===== src/rtl/fmdr_mul.sv =====
`timescale 1ns / 1ps
// ----------------------------------------------------------------------------
// fmdr_mul
// Shared 32 by 32 bit unsigned multiplier with a registered product. It maps
// world positions to cells and squares the radius and the cell offsets.
// ----------------------------------------------------------------------------
module fmdr_mul (
   input  logic        clock,
   input  logic [31:0] op_a,
   input  logic [31:0] op_b,
   output logic [63:0] product
);

   logic [63:0] product_ff;
   logic [63:0] product_in;

   // One multiplication per cycle, result available on the next cycle.
   assign product_in = 64'(op_a) * 64'(op_b);

   always_ff @(posedge clock) begin
      product_ff <= product_in;
   end

   assign product = product_ff;

endmodule


===== config.mk =====
export PLATFORM = sky130hd
export DESIGN_NAME = fmdr_mul
export DESIGN_NICKNAME = d
export VERILOG_FILES = /design/src/rtl/fmdr_mul.sv
export SDC_FILE = /design/constraint.sdc
export NUM_CORES = 2
export LEC_CHECK = 0
export BUFFER_PORTS_ARGS = -buffer_cell sky130_fd_sc_hd__buf_2
export CAP_MARGIN = 20
export CORE_UTILIZATION = 55
export CTS_CLUSTER_SIZE = 16
export DETAILED_ROUTE_END_ITERATION = 10
export HOLD_SLACK_MARGIN = 0.12
export PLACE_DENSITY = 0.84
export SLEW_MARGIN = 10
export SYNTH_ARGS = -nofsm -noshare
export SYNTH_HDL_FRONTEND = slang
export SYNTH_SLANG_ARGS = --single-unit

===== constraint.sdc =====
create_clock -name clock -period 8.1 [get_ports clock]
set_input_delay 1.215 -clock clock [delete_from_list [all_inputs] [get_ports clock]]
set_output_delay 1.215 -clock clock [all_outputs]
set_load 0.005 [all_outputs]

## Yosys cells after proc, flatten, opt, wreduce, memory -nomap -nowiden

Index checks and enable logic that the tools add are counted.

- Flip-flop bits (word level): 64
- Word-level logic and storage cells: 2
- Bits in writable memories: 0
- Memories: 0
- Output and inout bits: 64
- Latch bits: 0
- ROM bits: 0

- Muxes and demuxes: 0
- $mul: 1
- Shifts and indexed selects: 0
- Reductions and logical operators: 0
- Div/mod/pow operators: 0
- Bitwise gates (word level): 0
- $lt $le $gt $ge: 0
- Add/subtract/negate cells: 0
- Equal/unequal tests: 0

Operators with widths:

| cell | count |
|---|---|
| 32-bit by 32-bit multiplier with 64-bit output | 1 |

## Longest topological paths before layout

- Word-level depth: 1
- Mapped depth: 29
- Depth with buffers taken out: 27

## Worst setup path before layout

OpenSTA, ideal clock, no wires.

- Kind: input to register
- From: input port op_a[25]
- To: register product_ff[62] (netlist: product[62])
- Library setup time: 0.072 ns
- Setup slack: 0.137 ns
- Stages on the path: 25
- Data arrival time: 7.891 ns
- Cell sequence: clkbuf_1 -> nand2_1 -> fa_1 -> inv_1 -> fa_1 -> inv_1 -> fa_1 -> inv_1 -> fa_1 -> fa_1 -> fa_1 -> fa_1 -> inv_1 -> fa_1 -> inv_1 -> ha_1 -> buf_2 -> nand4_1 -> or4_1 -> or3_1 -> a31oi_1 -> a31o_2 -> a211oi_1 -> o21ai_1 -> xor2_1

- Cells in the longest elaborated chain, start to end: 1

RTL lines:

| what | line | text |
|---|---|---|
| start, declared | 9 | `input logic [31:0] op_a,` |
| 32-bit by 32-bit multiplier with 64-bit output | 18 | `assign product_in = 64'(op_a) * 64'(op_b);` |
| via product_in[62] | 15 | `logic [63:0] product_in;` |
| end signal, assigned | 21 | `product_ff <= product_in;` |
| end, declared | 14 | `logic [63:0] product_ff;` |

The timed path passes the listed nets, and every way through them passes these cells.

## Worst setup path after layout

- From: input port op_a[21]
- To: register product_ff[54] (netlist: product[54])

The elaborated chain is that of the path after synthesis.

==> out/results.ini <==
[clock_tree]
cts-buffers-inserted = 9
h-tree-depth = 3
hold_buffers = 0
clock_sinks = 64
clock-root-buffer = clkbuf_16
clk_pin_slew_worst_paths_ns = 0.06
clockBufferDepth = 2
cts_tree = built

[finish]
area.growth.synth_to_final_pct = 10.6
design_area_um2 = 38300
nets = 5182
drive_gt1_share_pct = 11.7
largest_register_ffs = 64

[timing]
drv_slew = 0
slew_headroom_pct = 59.3
max_clock_freq_ghz = 0.126
setup_viol = 0
rsz0062_at_grt = yes
hold_violations = 0
period_needed_ns = 7.95
worst_pin_slew_ns = 0.606
fin_crit_sh_pct = 98.2

[die]
fp.dieH_um = 253
rows = 91
ios = 129
core_um2 = 61900
die_x_um = 253
die-area_um2 = 64000
initial_core_util_pct = 55.9

[synth]
synth.distinct_cells = 56
synth_top_area_share_pct = 51.8
syn_avg_cell_area_um2 = 9.21
ys_ff_latch = 64
seq_area_frac_synth_pct = 3.70
ys.flop_type = dfxtp_1
synth_top_area_cell = fa_1
ys_top_cells_by_count = fa_1, inv_1, and2_1
synth_edf_count = 0
ys_warn_count = 0
async_reset_ff_share_pct = 0
synthCells = 3758
netlist_area_um2 = 34600
syn-num-nets = 4982
yosysMostFrequentCell = fa_1
ys_top_cells_by_area = fa_1, and2_1, ha_1

[setup_path]
crit_buf_inv = 8
cp_common_cell = fa_1
max_stage_delay_ns = 0.56
cp_slowest_cell = fa_1
crit_family = adder cells
worstPathRequired_ns = 8.32
critPathLaunchType = input pin
cp.arrival_ns = 8.17
critPathKind = in -> reg
end_kind = register
startpoint = op_a[21]
critPathMaxFanout = 13

[detailed_routing]
vias = 26463
viasPerCell = 5.51
routed_wl_mm = 91.1
drtPass1Iterations = 6
initialDrtViolationCount = 1877
avgRoutedWirePerCell_um = 19.0
drc = 0
detail-route-antenna-nets = 0

[global_routing]
track_usage_pct = 29.8
grt_pass1_wl_mm = 148
overflow = 0
grt_antenna_before_repair = 3
grt_max_degree = 26
grt_pass1_vias = 29545

[placed_design]
gp_congestion = 0.945
postPlaceCellArea_um2 = 37700
dp_hpwl_mm = 78.8
numPortBuffers = 128

[run_status]
status = complete, no violations

[min_path]
hp-class = in -> reg
min_from = op_a[0]

[job]
maxCapViolations = 0

==> layer usage <==
layer / up-vias / global-route usage, % / wire length, µm
li1: 11278 / - / -
met1: 13526 / 33.7 / 31100
met2: 1247 / 52.4 / 47100
met3: 412 / 4.46 / 6170
met4: 0 / 19.3 / 6700
met5: - / 0 / 0
==> metrics by stage <==
step / utilization [%] / cells / setup slack (ns) / hold slack [ns] / TNS (ns)
finish: 61.8 / 4803 / 0.149 / 1.58 / 0
global route: 61.8 / 4803 / -0.0572 / 1.57 / -0.123
CTS: 61.2 / 4797 / 0.00396 / 1.54 / 0
detailed placement: 60.8 / 4781 / -0.373 / 1.59 / -4.60
global placement: 60.8 / 4781 / -0.275 / 1.59 / -2.72
floorplan: - / 3758 / 0.137 / 1.34 / 0
==> layout by cell type, fill, tap and decap left out, types with 5 or more instances in the layout <==
cell type  instances
o21ai_0           27
a21oi_1           66
nand4_1           24
nor2_1            21
clkbuf_4          21
and3_1            14
nor3_1             5
a31oi_1           11
ha_1             258
buf_6             18
xnor2_1           33
nand2_1          477
xor2_1            26
a21o_1            37
inv_1            863
and2_1           603
buf_12             5
clkbuf_16          9
o21bai_1          10
fa_2               5
dfxtp_1           64
nand3_1           12
buf_2             87
o21a_1             8
ha_4               5
fa_1             891
buf_4            283
==> worst min-delay path: cells and delay by family <==
kind / cells / cell delay (ns)
buffers and inverters: 2 / 0.49
AND/OR/NAND/NOR: 1 / 0.16
==> cell families after synthesis <==
group | count (synthesis) | synth area share [%]
and+or+nand+nor | 1180 | 17.7
adders and majority gates | 1159 | 61.3
buffers and inverters | 1090 | 11.9
AOI/OAI and AO/OA | 205 | 3.92
DFF | 64 | 3.70
xor gates and xnor gates | 59 | 1.49
muxes | 1 | 0.0289
==> repair_timing <==
action | CTS | global route
pin swaps | 0 | 19
gates resized for setup | 1 | 109
setup endpoints to repair | 1 | 20
endpoints found under the hold margin | 0 | 0
buffers inserted | 0 | 3
==> final timing paths <==
path / endpoint / slack [ns] / cells after the start
setup / recovery: product[54]$_DFF_P_ / 0.15 / 25
hold / removal: product[0]$_DFF_P_ / 1.58 / 3
==> cell type report <==
| cell class | count | area, µm² |
|---|---|---|
| Multi-Input combinational cell | 2604 | 29400 |
| Fill cell | 4846 | 23600 |
| Inverter | 863 | 3240 |
| Timing Repair Buffer | 416 | 3050 |
| Sequential cell | 64 | 1280 |
| Tap cell | 837 | 1050 |
| Clock buffer | 9 | 225 |
| Clock inverter | 7 | 47.5 |
| Antenna cell | 3 | 7.51 |
Power is left out: the tool's default activity adds up to more than one toggle a clock period on the data nets, which glitch-free logic cannot reach.
